## src/sv/vfdd_pkg.sv

```systemverilog
// ----------------------------------------------------------------------------
// vfdd_pkg - shared types and constants of the frame drop decider
// Opcodes, picture types, datapath widths and the sequencer state type.
// ----------------------------------------------------------------------------
`default_nettype none
package vfdd_pkg;

  localparam int DIVD_W = 48;   // divider dividend and quotient width
  localparam int DIVS_W = 18;   // divider divisor width
  localparam int MULA_W = 49;   // signed multiplier operand a
  localparam int MULB_W = 19;   // signed multiplier operand b

  localparam logic [DIVD_W-1:0] PERIOD_NUM = 48'd1001000000;

  localparam logic [2:0] OP_NEW_PIC  = 3'd0;
  localparam logic [2:0] OP_CHOOSE   = 3'd1;
  localparam logic [2:0] OP_TRASH    = 3'd2;
  localparam logic [2:0] OP_DEC_START = 3'd3;
  localparam logic [2:0] OP_DEC_END  = 3'd4;
  localparam logic [2:0] OP_RESET    = 3'd5;

  localparam logic [1:0] PIC_NONE = 2'd0;
  localparam logic [1:0] PIC_I    = 2'd1;
  localparam logic [1:0] PIC_P    = 2'd2;
  localparam logic [1:0] PIC_B    = 2'd3;

  localparam logic CFG_FPS_RATE   = 1'b0;
  localparam logic CFG_NEVER_SKIP = 1'b1;

  typedef enum logic [19:0] {
    ST_IDLE   = 20'h00001,
    ST_Q_GO   = 20'h00002,
    ST_Q_WAIT = 20'h00004,
    ST_R_MUL  = 20'h00008,
    ST_R_GO   = 20'h00010,
    ST_R_WAIT = 20'h00020,
    ST_C_M0   = 20'h00040,
    ST_C_M1   = 20'h00080,
    ST_C_M2   = 20'h00100,
    ST_C_M3   = 20'h00200,
    ST_C_M4   = 20'h00400,
    ST_C_E1   = 20'h00800,
    ST_C_E2   = 20'h01000,
    ST_C_E3   = 20'h02000,
    ST_N_MUL  = 20'h04000,
    ST_N_UPD  = 20'h08000,
    ST_D_MUL  = 20'h10000,
    ST_D_GO   = 20'h20000,
    ST_D_WAIT = 20'h40000,
    ST_OUT    = 20'h80000
  } state_t;

endpackage
`default_nettype wire

```

## src/sv/vfdd_mul.sv

```systemverilog
// ----------------------------------------------------------------------------
// vfdd_mul - shared signed multiplier
// Registered product, low 64 bits, in the cycle after the operands.
// ----------------------------------------------------------------------------
`default_nettype none
module vfdd_mul
  import vfdd_pkg::*;
(
  input  wire logic                     clk,
  input  wire logic signed [MULA_W-1:0] a,
  input  wire logic signed [MULB_W-1:0] b,
  output logic [63:0]                   p
);

  logic signed [MULA_W+MULB_W-1:0] full;
  logic [63:0]                     p_r;

  assign full = a * b;

  always_ff @(posedge clk) begin
    p_r <= full[63:0];
  end

  assign p = p_r;

endmodule
`default_nettype wire

```

## config.mk

```make
export PLATFORM = sky130hd
export DESIGN_NAME = vfdd_mul
export DESIGN_NICKNAME = d
export VERILOG_FILES = /design/src/sv/vfdd_pkg.sv /design/src/sv/vfdd_mul.sv
export SDC_FILE = /design/constraint.sdc
export NUM_CORES = 2
export LEC_CHECK = 0
export BUFFER_PORTS_ARGS = -buffer_cell sky130_fd_sc_hd__buf_2
export CORE_MARGIN = 1.5
export CORE_UTILIZATION = 50
export CTS_BUF_LIST = sky130_fd_sc_hd__clkbuf_16
export CTS_CLUSTER_DIAMETER = 50
export CTS_CLUSTER_SIZE = 24
export DETAILED_ROUTE_END_ITERATION = 12
export PLACE_DENSITY_LB_ADDON = 0.3
export REMOVE_ABC_BUFFERS = 1
export SYNTH_ARGS = -nofsm -noshare
export SYNTH_HDL_FRONTEND = slang
export SYNTH_SLANG_ARGS = --single-unit
```

## constraint.sdc

```tcl
create_clock -name clk -period 17.1 [get_ports clk]
set_input_delay 1.71 -clock clk [delete_from_list [all_inputs] [get_ports clk]]
set_output_delay 1.71 -clock clk [all_outputs]
set_load 0.02 [all_outputs]
```

==> metrics.txt <==
# TYPE chip_impl_metric gauge
chip_impl_metric{name="finish.net_count",unit=""} 4448
chip_impl_info{name="hold_path.class",value="in2reg"} 1
chip_impl_metric{name="final_max_slew_viol_count",unit=""} 0
chip_impl_metric{name="core.rowCount",unit=""} 91
chip_impl_metric{name="yosys.cell_types.count",unit=""} 63
chip_impl_metric{name="clkSinkCount",unit=""} 64
chip_impl_info{name="root_buffer",value="clkbuf_16"} 1
chip_impl_metric{name="postSynth.asyncResetShare",unit=""} 0
chip_impl_metric{name="vias_in_the_first_global_route",unit=""} 24380
chip_impl_metric{name="max_cap_viol_count",unit=""} 0
chip_impl_metric{name="die_h",unit="microns"} 252.5
chip_impl_metric{name="cts-root-to-sink-buffers",unit=""} 2
chip_impl_metric{name="largest_reg_flops",unit=""} 64
chip_impl_metric{name="hold_buffers",unit=""} 0
chip_impl_metric{name="detailed_place_hpwl",unit="mm"} 62.55
chip_impl_metric{name="grt.total_usage",unit=""} 0.2738
chip_impl_metric{name="maximum_level_of_the_cts_h_tree",unit=""} 3
chip_impl_metric{name="compound_gate_fraction_of_synth_area",unit=""} 0.04374
chip_impl_metric{name="vias_per_cell",unit=""} 5.330
chip_impl_metric{name="initial_utilization",unit=""} 0.5053
chip_impl_info{name="startpoint",value="b[17]"} 1
chip_impl_metric{name="cts-resized-gates",unit=""} 0
chip_impl_metric{name="placement.io_buffers",unit=""} 132
chip_impl_metric{name="ys_seq_area_frac",unit=""} 0.04116
chip_impl_metric{name="die_span_x",unit="microns"} 252.5
chip_impl_metric{name="ys_ff_latch",unit=""} 64
chip_impl_metric{name="synth_cells",unit=""} 3394
chip_impl_metric{name="synth-simple-area-share",unit=""} 0.1684
chip_impl_info{name="clock_tree_from_tritoncts",value="built"} 1
chip_impl_metric{name="final_core_utilization",unit=""} 0.5281
chip_impl_metric{name="grt_start_max_net_pins",unit=""} 51
chip_impl_metric{name="min_period_over_period",unit=""} 0.5051
chip_impl_metric{name="synth_enable_flop_cells",unit=""} 0
chip_impl_metric{name="synthesized_area_fraction_occupied_by_adder_cells",unit=""} 0.6101
chip_impl_metric{name="count_of_yosys_warnings_during_synthesis",unit=""} 0
chip_impl_info{name="hold_path_startpoint",value="a[0]"} 1
chip_impl_metric{name="grt_antenna_before_repair",unit=""} 4
chip_impl_metric{name="route.detailed.wl_per_inst",unit="microns"} 19.53
chip_impl_info{name="status",value="finished clean"} 1
chip_impl_metric{name="num_vias",unit=""} 22450
chip_impl_metric{name="post-cts-setup-buffers",unit=""} 0
chip_impl_metric{name="synth_top_cell_area_share",unit=""} 0.5441
chip_impl_metric{name="routabilityCongestion",unit=""} 0.9103
chip_impl_metric{name="drc",unit=""} 0
chip_impl_metric{name="cts-buffers-inserted",unit=""} 9
chip_impl_metric{name="io_pins",unit=""} 133
chip_impl_metric{name="share_of_layout_cells_above_drive_strength_1",unit=""} 0.05129
chip_impl_metric{name="detail_route.first_pass.iterations",unit=""} 5
chip_impl_metric{name="detail-route-antenna-nets",unit=""} 0
chip_impl_metric{name="totalNegativeSetupSlack",unit="ps"} 0
chip_impl_metric{name="critPathRequiredTime",unit="ps"} 17340
chip_impl_metric{name="timing.fmax",unit="MHz"} 115.8
chip_impl_metric{name="die_area",unit="sq mm"} 0.06376
chip_impl_metric{name="clock_input_transition_at_the_sequential_cells_of_the_worst_setup_and_hold_paths",unit="ps"} 60
chip_impl_metric{name="relSlewSlack",unit=""} 0.2466
chip_impl_info{name="synth_largest_area_cell",value="fa_1"} 1
chip_impl_metric{name="finalWirelength",unit="mm"} 82.24
chip_impl_metric{name="finalHoldViolations",unit=""} 0
chip_impl_metric{name="drt_first_iter_violations",unit=""} 1333
chip_impl_metric{name="worst-endpoint-arrival",unit="ps"} 8880
chip_impl_info{name="setup.worst_path.end_class",value="flop"} 1
chip_impl_metric{name="area_growth_syn_to_layout",unit="%"} 4.510
chip_impl_metric{name="tightestPinTransition",unit="ps"} 1130
chip_impl_metric{name="placeableCoreArea",unit="sq mm"} 0.06160
chip_impl_info{name="synthFlopType",value="dfxtp_1"} 1
chip_impl_metric{name="share_of_cell_area_taken_by_muxes_after_synthesis",unit=""} 0.002613
chip_impl_metric{name="first_pass_grt_wire_length",unit="mm"} 134.1
chip_impl_metric{name="setup-violations-final",unit=""} 0
chip_impl_info{name="yosys-top-cells-area",value="fa_1, inv_1, nand2_1"} 1
chip_impl_metric{name="global_route.overflow_total",unit=""} 0
chip_impl_metric{name="timing.critical_path.fanout_max",unit=""} 47
chip_impl_info{name="dominant_combinational_cell_family_by_area_after_synthesis",value="adder cells"} 1
chip_impl_info{name="critPathLaunchType",value="primary input"} 1
chip_impl_metric{name="fin_crit",unit="ps"} 8637
chip_impl_metric{name="post_synth_xor_area_fraction",unit=""} 0.01885
chip_impl_info{name="crit_type",value="in2reg"} 1
chip_impl_info{name="grt_setup_unrepaired",value="no"} 1
chip_impl_metric{name="syn_avg_cell_area",unit="sq um"} 9.171
chip_impl_metric{name="syn_area",unit="sq mm"} 0.03112
## per-stage QoR
step | cell area (sq um) | setup WS, ps | std cells | hold WS [ps]
4_1_cts | 32520 | 8534 | 4210 | 1883
3_5_place_dp | 32260 | 8177 | 4195 | 2126
2_1_floorplan | 30430 | 9452 | 3210 | 1832
5_1_grt | 32530 | 8170 | 4211 | 1907
3_3_place_gp | 32260 | 8242 | 4195 | 2124
6_report | 32530 | 8463 | 4212 | 1889
## critical path, cell delays in order
cell and delay, ps:
buf_2 780, nand2_1 210, fa_1 530, fa_1 490
inv_1 60, fa_1 480, fa_1 520, fa_1 440
fa_1 510, fa_1 420, ha_1 430, and4_1 310
and3_1 210, nand3_1 150, a2111oi_2 640, o41a_1 360
a31o_2 330, a31oi_1 140, xnor2_1 130
## final timing paths
path / end / slack (ps) / cells past startpoint
min: p[0] / 1890 / 2
max: p[59] / 8460 / 19
## cell families after synthesis
logic type / after synthesis
mux: 8
compound gates: 198
flops: 64
fa+ha+maj: 1010
simple gates: 1092
xor+xnor: 67
buf+inv: 955
## cell usage after synthesis (all sizes together), types with 11 or more instances
cell	instances
clkbuf	175
inv	771
xnor2	51
o21ai	33
o21bai	14
nand4	12
nand2	597
nor3	13
nand3	16
ha	164
xor2	16
and2	335
dfxtp	64
a21oi	63
nor2b	46
a21o	25
and3	11
fa	846
nor2	37
## cell usage in the layout, fill, tap and decap left out, types with 13 or more instances in the layout
cell type  count
buf_4         16
xnor2_1       51
xor2_1        16
and2_1       335
nor3_1        13
nand3_1       16
o21ai_0       32
a21o_1        25
fa_1         846
dfxtp_1       64
o21bai_1      13
nand2_1      597
nor2_1        37
inv_1        771
a21oi_1       63
buf_2        132
nor2b_1       46
ha_1         164
## cell type report
class | instances | area, sq um
inverters | 771 | 2894
multi-input cells | 2375 | 26260
flip-flops and latches | 64 | 1281
fillers | 5706 | 29070
repair buffers | 148 | 780.7
clock buffers | 9 | 225.2
clock inverters | 6 | 37.54
diodes | 2 | 5.005
well taps | 837 | 1047
## per-layer routing
| layer | global-route usage | wire [microns] |
|---|---|---|
| met5 | 0 | 28 |
| met4 | 0.07374 | 2481 |
| met3 | 0.03522 | 5036 |
| met2 | 0.4896 | 42460 |
| met1 | 0.3491 | 32240 |
Power is not shown: default switching activity piles up to over one toggle a cycle in this logic, so the estimate is an artifact.
