## config.mk

```make
export PLATFORM = sky130hd
export DESIGN_NAME = vfdd_div
export DESIGN_NICKNAME = d
export VERILOG_FILES = /design/src/sv/vfdd_pkg.sv /design/src/sv/vfdd_div.sv
export SDC_FILE = /design/constraint.sdc
export NUM_CORES = 1
export LEC_CHECK = 0
export ABC_AREA = 1
export BUFFER_PORTS_ARGS = -buffer_cell sky130_fd_sc_hd__buf_4
export CELL_PAD_IN_SITES_DETAIL_PLACEMENT = 2
export CELL_PAD_IN_SITES_GLOBAL_PLACEMENT = 2
export CORE_UTILIZATION = 32
export DETAILED_ROUTE_END_ITERATION = 8
export PLACE_DENSITY = 0.88
export SYNTH_ARGS = -nofsm -noshare
export SYNTH_HDL_FRONTEND = slang
export SYNTH_SLANG_ARGS = --single-unit
```

## constraint.sdc

```tcl
create_clock -name clk -period 4.3 [get_ports clk]
set_input_delay 0.645 -clock clk [delete_from_list [all_inputs] [get_ports clk]]
set_output_delay 0.645 -clock clk [all_outputs]
set_load 0.05 [all_outputs]
```

## src/sv/vfdd_pkg.sv

```systemverilog
// ----------------------------------------------------------------------------
// vfdd_pkg - shared types and constants of the frame drop decider
// Opcodes, picture types, datapath widths and the sequencer state type.
// ----------------------------------------------------------------------------
`default_nettype none
package vfdd_pkg;

  localparam int DIVD_W = 48;   // divider dividend and quotient width
  localparam int DIVS_W = 18;   // divider divisor width
  localparam int MULA_W = 49;   // signed multiplier operand a
  localparam int MULB_W = 19;   // signed multiplier operand b

  localparam logic [DIVD_W-1:0] PERIOD_NUM = 48'd1001000000;

  localparam logic [2:0] OP_NEW_PIC  = 3'd0;
  localparam logic [2:0] OP_CHOOSE   = 3'd1;
  localparam logic [2:0] OP_TRASH    = 3'd2;
  localparam logic [2:0] OP_DEC_START = 3'd3;
  localparam logic [2:0] OP_DEC_END  = 3'd4;
  localparam logic [2:0] OP_RESET    = 3'd5;

  localparam logic [1:0] PIC_NONE = 2'd0;
  localparam logic [1:0] PIC_I    = 2'd1;
  localparam logic [1:0] PIC_P    = 2'd2;
  localparam logic [1:0] PIC_B    = 2'd3;

  localparam logic CFG_FPS_RATE   = 1'b0;
  localparam logic CFG_NEVER_SKIP = 1'b1;

  typedef enum logic [19:0] {
    ST_IDLE   = 20'h00001,
    ST_Q_GO   = 20'h00002,
    ST_Q_WAIT = 20'h00004,
    ST_R_MUL  = 20'h00008,
    ST_R_GO   = 20'h00010,
    ST_R_WAIT = 20'h00020,
    ST_C_M0   = 20'h00040,
    ST_C_M1   = 20'h00080,
    ST_C_M2   = 20'h00100,
    ST_C_M3   = 20'h00200,
    ST_C_M4   = 20'h00400,
    ST_C_E1   = 20'h00800,
    ST_C_E2   = 20'h01000,
    ST_C_E3   = 20'h02000,
    ST_N_MUL  = 20'h04000,
    ST_N_UPD  = 20'h08000,
    ST_D_MUL  = 20'h10000,
    ST_D_GO   = 20'h20000,
    ST_D_WAIT = 20'h40000,
    ST_OUT    = 20'h80000
  } state_t;

endpackage
`default_nettype wire

```

## src/sv/vfdd_div.sv

```systemverilog
// ----------------------------------------------------------------------------
// vfdd_div - iterative restoring divider
// One quotient bit per cycle, most significant first; done pulses at the end.
// ----------------------------------------------------------------------------
`default_nettype none
module vfdd_div
  import vfdd_pkg::*;
(
  input  wire logic              clk,
  input  wire logic              rst_n,
  input  wire logic              start,
  input  wire logic [DIVD_W-1:0] dividend,
  input  wire logic [DIVS_W-1:0] divisor,
  output logic                   busy,
  output logic                   done,
  output logic [DIVD_W-1:0]      quotient
);

  logic [DIVS_W:0]         rem_r;
  logic [DIVD_W-1:0]       q_r;
  logic [DIVS_W-1:0]       dsr_r;
  logic [$clog2(DIVD_W):0] cnt_r;
  logic                    busy_r, done_r;
  logic [DIVS_W:0]         trial;
  logic                    fits;

  assign trial = {rem_r[DIVS_W-1:0], q_r[DIVD_W-1]};
  assign fits  = trial >= {1'b0, dsr_r};

  always_ff @(posedge clk) begin
    if (!rst_n) begin
      busy_r <= 1'b0;
      done_r <= 1'b0;
      cnt_r  <= '0;
    end else begin
      done_r <= 1'b0;
      if (start && !busy_r) begin
        busy_r <= 1'b1;
        cnt_r  <= ($clog2(DIVD_W)+1)'(DIVD_W);
        rem_r  <= '0;
        q_r    <= dividend;
        dsr_r  <= divisor;
      end else if (busy_r) begin
        // shift in the next dividend bit, take the quotient bit in its place
        rem_r <= fits ? trial - {1'b0, dsr_r} : trial;
        q_r   <= {q_r[DIVD_W-2:0], fits};
        cnt_r <= cnt_r - 1'b1;
        if (cnt_r == 1) begin
          busy_r <= 1'b0;
          done_r <= 1'b1;
        end
      end
    end
  end

  assign busy     = busy_r;
  assign done     = done_r;
  assign quotient = q_r;

endmodule
`default_nettype wire

```

==> out/qor.csv, run 1 <==
metric,value,unit
hold_depth,1,
syn_nets,711,
worstSetupEndpointType,register,
num_rows,46,
cp_common_cell,nand2_1,
synth_top_cell_by_area,edfxtp_1,
ctsResizeCount,0,
rsz0062_at_grt,no,
ys_types,35,
switchingPower,0.922,mW
grt_pass1_wl,26800,um
clk_pin_slew,0.07,ns
drc_errors,0,
grt_pass1_vias,5183,
final_antenna_net_count,0,
clkPwrFrac,0.300,
critPathMaxStageDelay,0.93,ns
syn_area_per_cell,8.35,um2
synthFlopType,edfxtp_1,
slew_viol_final,0,
nNetsFinal,827,
grt_use_total,0.213,
synth_edf_count,84,
async_flop_share,0,
area_growth,26.7,%
finalSetupViolCount,0,
cts_buffers,9,
p_comb_frac,0.273,
synth_cells,621,
crit_buf_inv,0,
cp_top_family,compound AO/OA/AOI/OAI gates,
synth.most_common_cell,nand2_1,
via_per_inst,4.74,
vdd_drop_max,195,uV
clock_tree.root_cell,clkbuf_16,
static-leakage-power,3.18,nW
tightest_slew,1.23,ns
ios,119,
crit_cells,8,
drt_iter0_drc,141,
routed-via-count,4540,
clock_latency,0.36,ns
clkSinkCount,93,
first_pass_iters,4,
worstHoldPathType,in -> reg,
fmax,364,MHz
period_minus_slack,2.75,ns
hpwl,12700,um
final_cells,958,
reg2regPathDepth,8,
synth_common_cells,"nand2_1, edfxtp_1, inv_1, nor2_1",
required,4.51,ns
seq_power_share,0.426,
overflow,0,
status,finished clean,
place.gp.congestion,0.791,
wl,17000,um
seq_area_frac_synth,0.521,
swShare,0.350,
ctsHtreeMaxLevel,3,
synth_area,0.00518,mm2
initial_utilization,0.328,
synthTopCellsByArea,"edfxtp_1, nand2_1, inv_1",
cts_hold_buffers,0,
ys_ff_latch,93,
grt_start_max_net_pins,67,
yosysWarnings,0,
hold_viol,0,
slew_headroom,0.179,
place_inst,942,
diodes,0,
post-cts-setup-buffers,0,
drive_above_1_share,0.233,
arrival,2.96,ns
cp_slowest_cell,a21oi_1,
synth_top_area_frac,0.486,
wl_per_cell,17.7,um
die_h,129,um
clock_path_buffers,2,
crit_type,reg -> reg,
pwr_density_cell,401,mW/mm2
antenna_found_initial,0,
start_kind,register,
period_share,0.639,
skew,0.00621,ns
internal_power,1.72,mW
fin_setup_tns,0,ns
tritoncts,built,
io_buffers,118,
crit_fanout,11,
coreArea,0.0158,mm2
die_area,0.0167,mm2
cp_cell_sequence,ha_1 -> nand2_1 -> nor2_1 -> nand2_1 -> nor2_4 -> a21oi_1 -> nand3_1 -> a21oi_2,
die_w,129,um
cap_viol_max_count,0,
==> cell type report <==
type,instances,area (um2)
flip-flops and latches,93,2700
clock inverters,7,56.3
multi-input cells,435,2120
clock buffers,9,225
fillers,1832,9260
inverters,77,289
well taps,216,270
repair buffers,121,908
==> metal layers <==
layer / GRT usage / share of wire
met5: 0 / 0
met2: 0.395 / 0.53
met3: 0.0718 / 0.067
met4: 0.0526 / 0.012
met1: 0.232 / 0.39
==> cell families (layout without fill, tap and decap cells) <==
family                   Yosys count  in the layout  share of synthesized area
adder cells (fa/ha/maj)           21             21                     0.0521
XOR/XNOR                           7              7                     0.0118
flip-flops                        93             93                      0.521
AND/OR/NAND/NOR                  377            377                      0.304
AO/OA/AOI/OAI                     30             30                     0.0369
buffers and inverters             93            214                     0.0736
==> metrics by stage <==
step                      instance area (um2)  total power, mW  worst slack (ns)  hold WS [ns]  utilization
after floorplan                          5180             1.62             0.183         0.448            -
after global placement                   6290             1.82              1.72         0.462        0.397
after detailed placement                 6290             1.87              1.59         0.487        0.397
after CTS                                6570             2.67              1.52         0.454        0.415
after global routing                     6570             2.76              1.40         0.449        0.415
final                                    6570             2.64              1.55         0.462        0.415
==> power groups by stage <==
stage	Clock [mW]	Combinational [mW]	Sequential, mW
after floorplan	0	0.368	1.25
after global placement	0	0.677	1.14
after CTS	0.811	0.734	1.13
final	0.792	0.721	1.12
after detailed placement	0	0.724	1.15
after global routing	0.838	0.792	1.13
==> state kept, by name, summed over array words and instances, names as in the netlist <==
| signal | cells |
|---|---|
| rem_r | 18 |
| dsr_r | 18 |
| quotient | 48 |
| done | 1 |
| cnt_r | 7 |
| busy | 1 |
==> worst reg2reg max path, stage by stage (launching register included) <==
cell and delay (ns):
edfxtp_1 0.40, ha_1 0.39, nand2_1 0.15, nor2_1 0.09
nand2_1 0.12, nor2_4 0.05, a21oi_1 0.93, nand3_1 0.27
a21oi_2 0.21
==> final timing paths <==
path               to       start  slack, ns
min          dsr_r[8]  divisor[8]       0.46
max          rem_r[9]    rem_r[5]       1.55
max reg2reg  rem_r[9]    rem_r[5]       1.55
min reg2reg  cnt_r[5]    cnt_r[5]       0.49
==> placed cells by master (no fill, tap or decap), drive strengths merged <==
cell      Yosys  final
nand2       287    287
buf          10    121
edfxtp       84     84
inv          77     80
nor2         48     48
a21oi        24     24
nand3        21     21
ha           20     20
dfxtp         9      9
clkbuf        6      9
nor3          7      7
nand3b        6      6
xor2          5      5
nand4         3      3
clkinv        0      3
a31oi         2      2
nor3b         2      2
o21ai         2      2
xnor2         2      2
or2           1      1
a211oi        1      1
and2          1      1
o21bai        1      1
nor4          1      1
fa            1      1
clkinvlp      0      1
(Power assumes the default switching activity.)
==> run 2: changes to the inputs <==
--- a/config.mk
+++ b/config.mk
@@ -9,9 +9,9 @@
 export BUFFER_PORTS_ARGS = -buffer_cell sky130_fd_sc_hd__buf_4
 export CELL_PAD_IN_SITES_DETAIL_PLACEMENT = 2
 export CELL_PAD_IN_SITES_GLOBAL_PLACEMENT = 2
-export CORE_UTILIZATION = 32
+export CORE_UTILIZATION = 29
 export DETAILED_ROUTE_END_ITERATION = 8
-export PLACE_DENSITY = 0.88
+export PLACE_DENSITY = 0.84
 export SYNTH_ARGS = -nofsm -noshare
 export SYNTH_HDL_FRONTEND = slang
 export SYNTH_SLANG_ARGS = --single-unit
==> constraint.sdc (replaced) <==
create_clock -name clk -period 2.45 [get_ports clk]
set_input_delay 0.3675 -clock clk [delete_from_list [all_inputs] [get_ports clk]]
set_output_delay 0.3675 -clock clk [all_outputs]
set_load 0.05 [all_outputs]
==> run 2 against run 1 <==
  * Sequential share of layout area down 1.8 points
  * Utilization shrank 1.9 points
  * First-iteration DRC count is 16% lower
  * Final cell count grew 3.7%
  * Critical path type unchanged
  * Combinational power increased by 87%
  * Via count is 1.5% higher
  * Sequential power rose by 76%
  * Clock skew up 0.0029 ns
==> out/qor.csv, run 2 (synthesized netlist as in run 1, its figures left out) <==
metric,value,unit,change
status,finished clean,,
area_growth,32.5,%,
overflow,0,,unchanged
cp_slowest_cell,edfxtp_1,,
grt_use_total,0.192,,-0.0206
num_rows,48,,+4.3%
io_buffers,118,,unchanged
final_cells,993,,+3.7%
rsz0062_at_grt,no,,
clock_path_buffers,2,,unchanged
crit-reg2reg-capture,rem_r[17],,
final_antenna_net_count,0,,unchanged
start_kind,register,,
pwr_density_cell,713,mW/mm2,+78%
largest_reg_flops,48,,unchanged
hold_depth,1,,unchanged
ios,119,,unchanged
drive_above_1_share,0.271,,+0.0377
required,2.56,ns,-1.95 ns
final_common_cell,nand2_1,,
cp_cell_sequence,ha_1 -> buf_4 -> nand2_1 -> inv_2 -> nand2_1 -> nor2_2 -> nand2_1 -> nand4_4 -> buf_4 -> nand2_1 -> nor2_1 -> nor2_1,,
wl_per_cell,16.6,um,-6.2%
worstSetupEndpointType,register,,
slew_viol_final,0,,unchanged
clkSinkCount,93,,unchanged
crit_type,reg -> reg,,
cap_viol_max_count,0,,unchanged
critPathMaxStageDelay,0.40,ns,-0.53 ns
die_area,0.0184,mm2,+10%
cp_common_cell,nand2_1,,
tightest_slew,1.12,ns,-0.112 ns
worstReg2RegStart,rem_r[13],,
coreArea,0.0174,mm2,+9.7%
post-route-util,0.396,,-0.0193
grt_pass1_vias,5507,,+6.3%
die_h,136,um,+5.0%
hold_viol,0,,unchanged
r2r_slack,0.13,ns,-1.42 ns
first_pass_iters,4,,unchanged
drc_errors,0,,unchanged
initial_utilization,0.299,,-0.0289
clock_latency,0.36,ns,about the same
fmax,432,MHz,+19%
reg2regPathDepth,12,,+4
tritoncts,built,,
place_inst,977,,+3.7%
place.gp.congestion,0.780,,-1.3%
hold_end,dsr_r[10],,
finalSetupViolCount,0,,unchanged
vdd_drop_max,335,uV,+72%
diodes,0,,unchanged
drt_iter0_drc,118,,-16%
wl,16500,um,-2.8%
nNetsFinal,854,,+3.3%
grt_pass1_wl,27000,um,+0.98%
slew_headroom,0.253,,+0.0740
layout_common_cells,"nand2_1, buf_4, edfxtp_1",,
routed-via-count,4607,,+1.5%
whs,0.189,ns,-0.273 ns
cts_buffers,9,,unchanged
period_minus_slack,2.32,ns,-0.433 ns
hpwl,12400,um,-1.9%
die_w,136,um,+5.0%
arrival,2.42,ns,-0.54 ns
grt_start_max_net_pins,57,,-15%
crit_fanout,12,,+1
period_share,0.945,,+0.306
clock_tree.root_cell,clkbuf_16,,
antenna_found_initial,0,,unchanged
cts_hold_buffers,0,,unchanged
skew,0.00914,ns,+0.00293 ns
worstHoldPathType,in -> reg,,
clk_pin_slew,0.07,ns,about the same
via_per_inst,4.64,,-2.1%
hp-start,divisor[10],,
static-leakage-power,3.34,nW,+5.1%
ctsHtreeMaxLevel,3,,unchanged
run 2: cell count changes in the layout (fill, tap and decap cells not counted), sizes merged:
cell and delta:
clkinvlp +1, bufinv +2, clkinv -3, inv -1, buf +27
run 2: layout make-up:
type / instances / area, um2
clock buffers: 9 / 225
clock inverters: 6 / 95.1
fillers: 1933 / 10500
inverters: 77 / 289
multi-input cells: 435 / 2150
flip-flops and latches: 93 / 2700
well taps: 225 / 282
repair buffers: 148 / 1120
run 2: power by group:
group          internal, mW  switching [mW]
sequential             1.90          0.0743
clock                 0.901           0.673
combinational         0.487           0.864
run 2: what timing repair did:
item | CTS | global route
setup endpoints to repair | 11 | 12
buffers inserted | 0 | 1
gates resized for setup | 1 | 9
run 2: worst max path at each step:
stage | start | endpoint | slack, ns | depth (start not counted)
final | rem_r[13] | rem_r[17] | 0.13 | 12
after global routing | rem_r[5] | rem_r[17] | 0.01 | 12
after CTS | quotient[47] | rem_r[14] | 0.05 | 14
after detailed placement | rem_r[12] | rem_r[6] | -0.09 | 8
after global placement | rem_r[6] | rem_r[5] | -0.01 | 8
after floorplan | busy | quotient[0] | 0.13 | 2
run 2: worst max-delay path, delay by kind of cell (launching register included):
family | cells | cell delay (ns)
adder cells (fa/ha/maj) | 1 | 0.32
flip-flops | 1 | 0.40
buffers and inverters | 3 | 0.42
AND/OR/NAND/NOR | 8 | 0.93
run 2: per-stage QoR:
stage	TNS (ns)	power [mW]	area, um2	setup slack [ns]
final	0	4.90	6870	0.134
after detailed placement	-0.708	3.35	6510	-0.0922
after global routing	0	5.15	6870	0.00967
after floorplan	0	2.84	5190	0.134
after CTS	0	4.95	6830	0.0545
after global placement	-0.0621	3.28	6510	-0.0119
run 2: per-layer routing:
metal / track usage / up-vias / wire length [um]
met5: 0 / - / 0
met4: 0.0518 / 0 / 227
met3: 0.0681 / 12 / 1070
met2: 0.368 / 104 / 8860
met1: 0.194 / 2243 / 6350
li1: - / 2248 / -
==> run 3: changes to the inputs <==
--- a/config.mk
+++ b/config.mk
@@ -5,11 +5,10 @@
 export SDC_FILE = /design/constraint.sdc
 export NUM_CORES = 1
 export LEC_CHECK = 0
-export ABC_AREA = 1
-export BUFFER_PORTS_ARGS = -buffer_cell sky130_fd_sc_hd__buf_4
+export BUFFER_PORTS_ARGS = -buffer_cell sky130_fd_sc_hd__clkbuf_2
 export CELL_PAD_IN_SITES_DETAIL_PLACEMENT = 2
 export CELL_PAD_IN_SITES_GLOBAL_PLACEMENT = 2
-export CORE_UTILIZATION = 29
+export CORE_UTILIZATION = 30
 export DETAILED_ROUTE_END_ITERATION = 8
 export PLACE_DENSITY = 0.84
 export SYNTH_ARGS = -nofsm -noshare
==> constraint.sdc (replaced) <==
create_clock -name clk -period 2.1 [get_ports clk]
set_input_delay 0.315 -clock clk [delete_from_list [all_inputs] [get_ports clk]]
set_output_delay 0.315 -clock clk [all_outputs]
set_load 0.05 [all_outputs]
==> run 3 against run 2 <==
  * The flow now finishes with violations (setup timing)
  * Sequential cell count is the same
  * Clock power is 29% higher
  * Utilization up 6.9 points
  * Register-to-register slack worse by 0.86 ns
  * Combinational power rose by 63%
  * Worst hold slack worse by 0.066 ns
  * Total power increased by 35%
  * Clock-buffer cell count stayed put
  * Largest cell class unchanged
  * Highest routed layer unchanged
==> out/qor.csv, run 3 <==
metric,value,unit,change
synth.most_common_cell,nand2_1,,
start_kind,register,,
crit_fanout,3,,-9
status,"complete, but fails checks",,
coreArea,0.0160,mm2,-7.8%
hold_end,dsr_r[9],,
place.gp.congestion,0.885,,+13%
synth_common_cells,"nand2_1, edfxtp_1, a21oi_1, inv_1, ha_1",,
grt_pass1_wl,31500,um,+17%
pwr_density_cell,887,mW/mm2,+24%
seq_area_frac_synth,0.547,,+0.0262
synth_area,0.00494,mm2,-4.8%
syn_nets,593,,-17%
synth_cells,503,,-19%
io_buffers,118,,unchanged
cp_cell_sequence,inv_1 -> ha_2 -> inv_2 -> fa_2 -> a211oi_4 -> o211ai_1 -> buf_4 -> nand4_1 -> nand2_2 -> xnor2_2 -> o22ai_1,,
synth_top_area_frac,0.511,,+0.0244
antenna_found_initial,0,,unchanged
synthTopCellsByArea,"edfxtp_1, nand2_1, ha_1",,
vdd_drop_max,486,uV,+45%
dpl_cell_area,0.00632,mm2,-2.8%
slew_viol_final,0,,unchanged
num_rows,46,,-4.2%
hpwl,13600,um,+9.1%
crit_type,reg -> reg,,
die_h,130,um,-4.0%
grt_pass1_vias,5361,,-2.7%
initial_utilization,0.309,,+0.00984
worstSetupEndpointType,register,,
cts_buffers,9,,unchanged
tightest_slew,0.665,ns,-0.453 ns
period_minus_slack,2.83,ns,+0.512 ns
async_flop_share,0,,unchanged
layout_common_cells,"nand2_1, clkbuf_2, buf_4",,
clkSinkCount,93,,unchanged
drive_above_1_share,0.442,,+0.171
final_common_cell,nand2_1,,
synth_top_cell_by_area,edfxtp_1,,
die_w,130,um,-4.0%
finalSetupViolCount,19,,+19
synthFlopType,edfxtp_1,,
grt_use_total,0.256,,+0.0633
arrival,2.92,ns,+0.50 ns
worstReg2RegStart,quotient[47],,
clk_pin_slew,0.08,ns,about the same
synth_edf_count,84,,unchanged
cap_viol_max_count,0,,unchanged
fmax,354,MHz,-18%
dp_slack,-0.399,ns,-0.307 ns
diodes,0,,unchanged
ios,119,,unchanged
clock_path_buffers,2,,unchanged
clock_latency,0.36,ns,about the same
final_cells,938,,-5.5%
crit_buf_inv,3,,unchanged
final_area,0.00743,mm2,+8.1%
critPathMaxStageDelay,0.42,ns,+0.02 ns
slew_headroom,0.556,,+0.303
overflow,0,,unchanged
first_pass_iters,4,,unchanged
final_antenna_net_count,0,,unchanged
failed_checks,setup timing,,
syn_area_per_cell,9.82,um2,+18%
yosysWarnings,0,,unchanged
wl,25200,um,+53%
fin_ws,-0.727,ns,-0.862 ns
drt_iter0_drc,269,,+130%
drc_errors,0,,unchanged
clock_tree.root_cell,clkbuf_16,,
routed-via-count,5027,,+9.1%
static-leakage-power,3.23,nW,-3.1%
place_inst,887,,-9.2%
largest_reg_flops,48,,unchanged
die_area,0.0170,mm2,-7.8%
hold_viol,0,,unchanged
reg2regPathDepth,11,,-1
crit-reg2reg-capture,rem_r[16],,
tritoncts,built,,
fin_setup_tns,-8.65,ns,-8.65 ns
rsz0062_at_grt,yes,,
required,2.20,ns,-0.36 ns
worstHoldPathType,in -> reg,,
ys_types,54,,+54%
via_per_inst,5.36,,+16%
skew,0.00715,ns,-0.00199 ns
hold_depth,1,,unchanged
cp_slowest_cell,edfxtp_1,,
ys_ff_latch,93,,unchanged
fill_cells,1721,,-11%
period_share,1.35,,+0.401
r2r_slack,-0.73,ns,-0.86 ns
wl_per_cell,26.9,um,+62%
ctsHtreeMaxLevel,3,,unchanged
area_growth,50.5,%,
cp_top_family,compound AO/OA/AOI/OAI gates,,
grt_start_max_net_pins,48,,-16%
hp-start,divisor[9],,
nNetsFinal,807,,-5.5%
==> run 3: cell types whose count changed in the layout (fill, tap and decap cells not counted), moves of 11 or more <==
cell / delta
nor2_1: -27
nand2_1: -112
buf_4: -59
ha_4: +12
inv_1: -52
ha_1: -14
clkbuf_2: +118
nand2_2: -13
buf_6: +11
==> run 3: power by group <==
group | total, mW | switching [mW] | internal [mW] | leakage (nW)
combinational | 2.20 | 1.34 | 0.864 | 2.18
sequential | 2.35 | 0.129 | 2.22 | 0.877
clock | 2.03 | 0.849 | 1.19 | 0.173
total | 6.59 | 2.32 | 4.27 | 3.23
==> run 3: repair_timing <==
item	CTS	global route
gates resized for setup	34	50
hold buffers	0	0
pin swaps	5	15
setup endpoints to repair	19	19
gates cloned	1	0
buffers inserted	7	28
==> run 3: per-stage QoR <==
step                 util  total power, mW  hold slack (ns)
floorplan               -             3.30            0.414
global placement    0.395             3.83            0.487
detailed placement  0.395             3.96            0.494
CTS                 0.434             6.09            0.121
global route        0.464             6.76            0.122
finish              0.464             6.59            0.123
==> run 3: worst max-delay path by stage <==
stage                       from        end  slack [ns]  cells after the start
finish              quotient[47]  rem_r[16]       -0.73                     11
detailed placement  quotient[47]  rem_r[12]       -0.40                     10
CTS                 quotient[47]  rem_r[14]       -0.34                     10
global route        quotient[47]  rem_r[16]       -0.74                     11
global placement    quotient[47]  rem_r[12]       -0.19                     10
floorplan           quotient[47]  rem_r[12]       -0.39                     10
==> run 3: layout make-up <==
| cell class | count | area [um2] | share of cell area |
|---|---|---|---|
| clock inverters | 7 | 133 | 0.0179 |
| repair buffers | 222 | 1480 | 0.199 |
| inverters | 26 | 101 | 0.0136 |
| clock buffers | 9 | 225 | 0.0303 |
| multi-input cells | 365 | 2520 | 0.339 |
| well taps | 216 | 270 | 0.0364 |
| flip-flops and latches | 93 | 2710 | 0.364 |
==> run 3: layer usage <==
metal | vias to the layer above | GRT usage | part of all wire
met5 | - | 0 | 0
met4 | 0 | 0.144 | 0.042
met3 | 64 | 0.0513 | 0.048
met2 | 211 | 0.465 | 0.52
met1 | 2562 | 0.276 | 0.39
li1 | 2190 | - | -
==> run 3: cell families (layout without fill, tap and decap cells) <==
kind of cell	Yosys count	after routing	synth area share
compound gates	98	99	0.131
mux	2	2	0.00431
fa+ha+maj	21	21	0.0547
flops	93	93	0.547
xor+xnor	11	11	0.0195
buf+inv	46	264	0.0405
simple gates	232	232	0.202
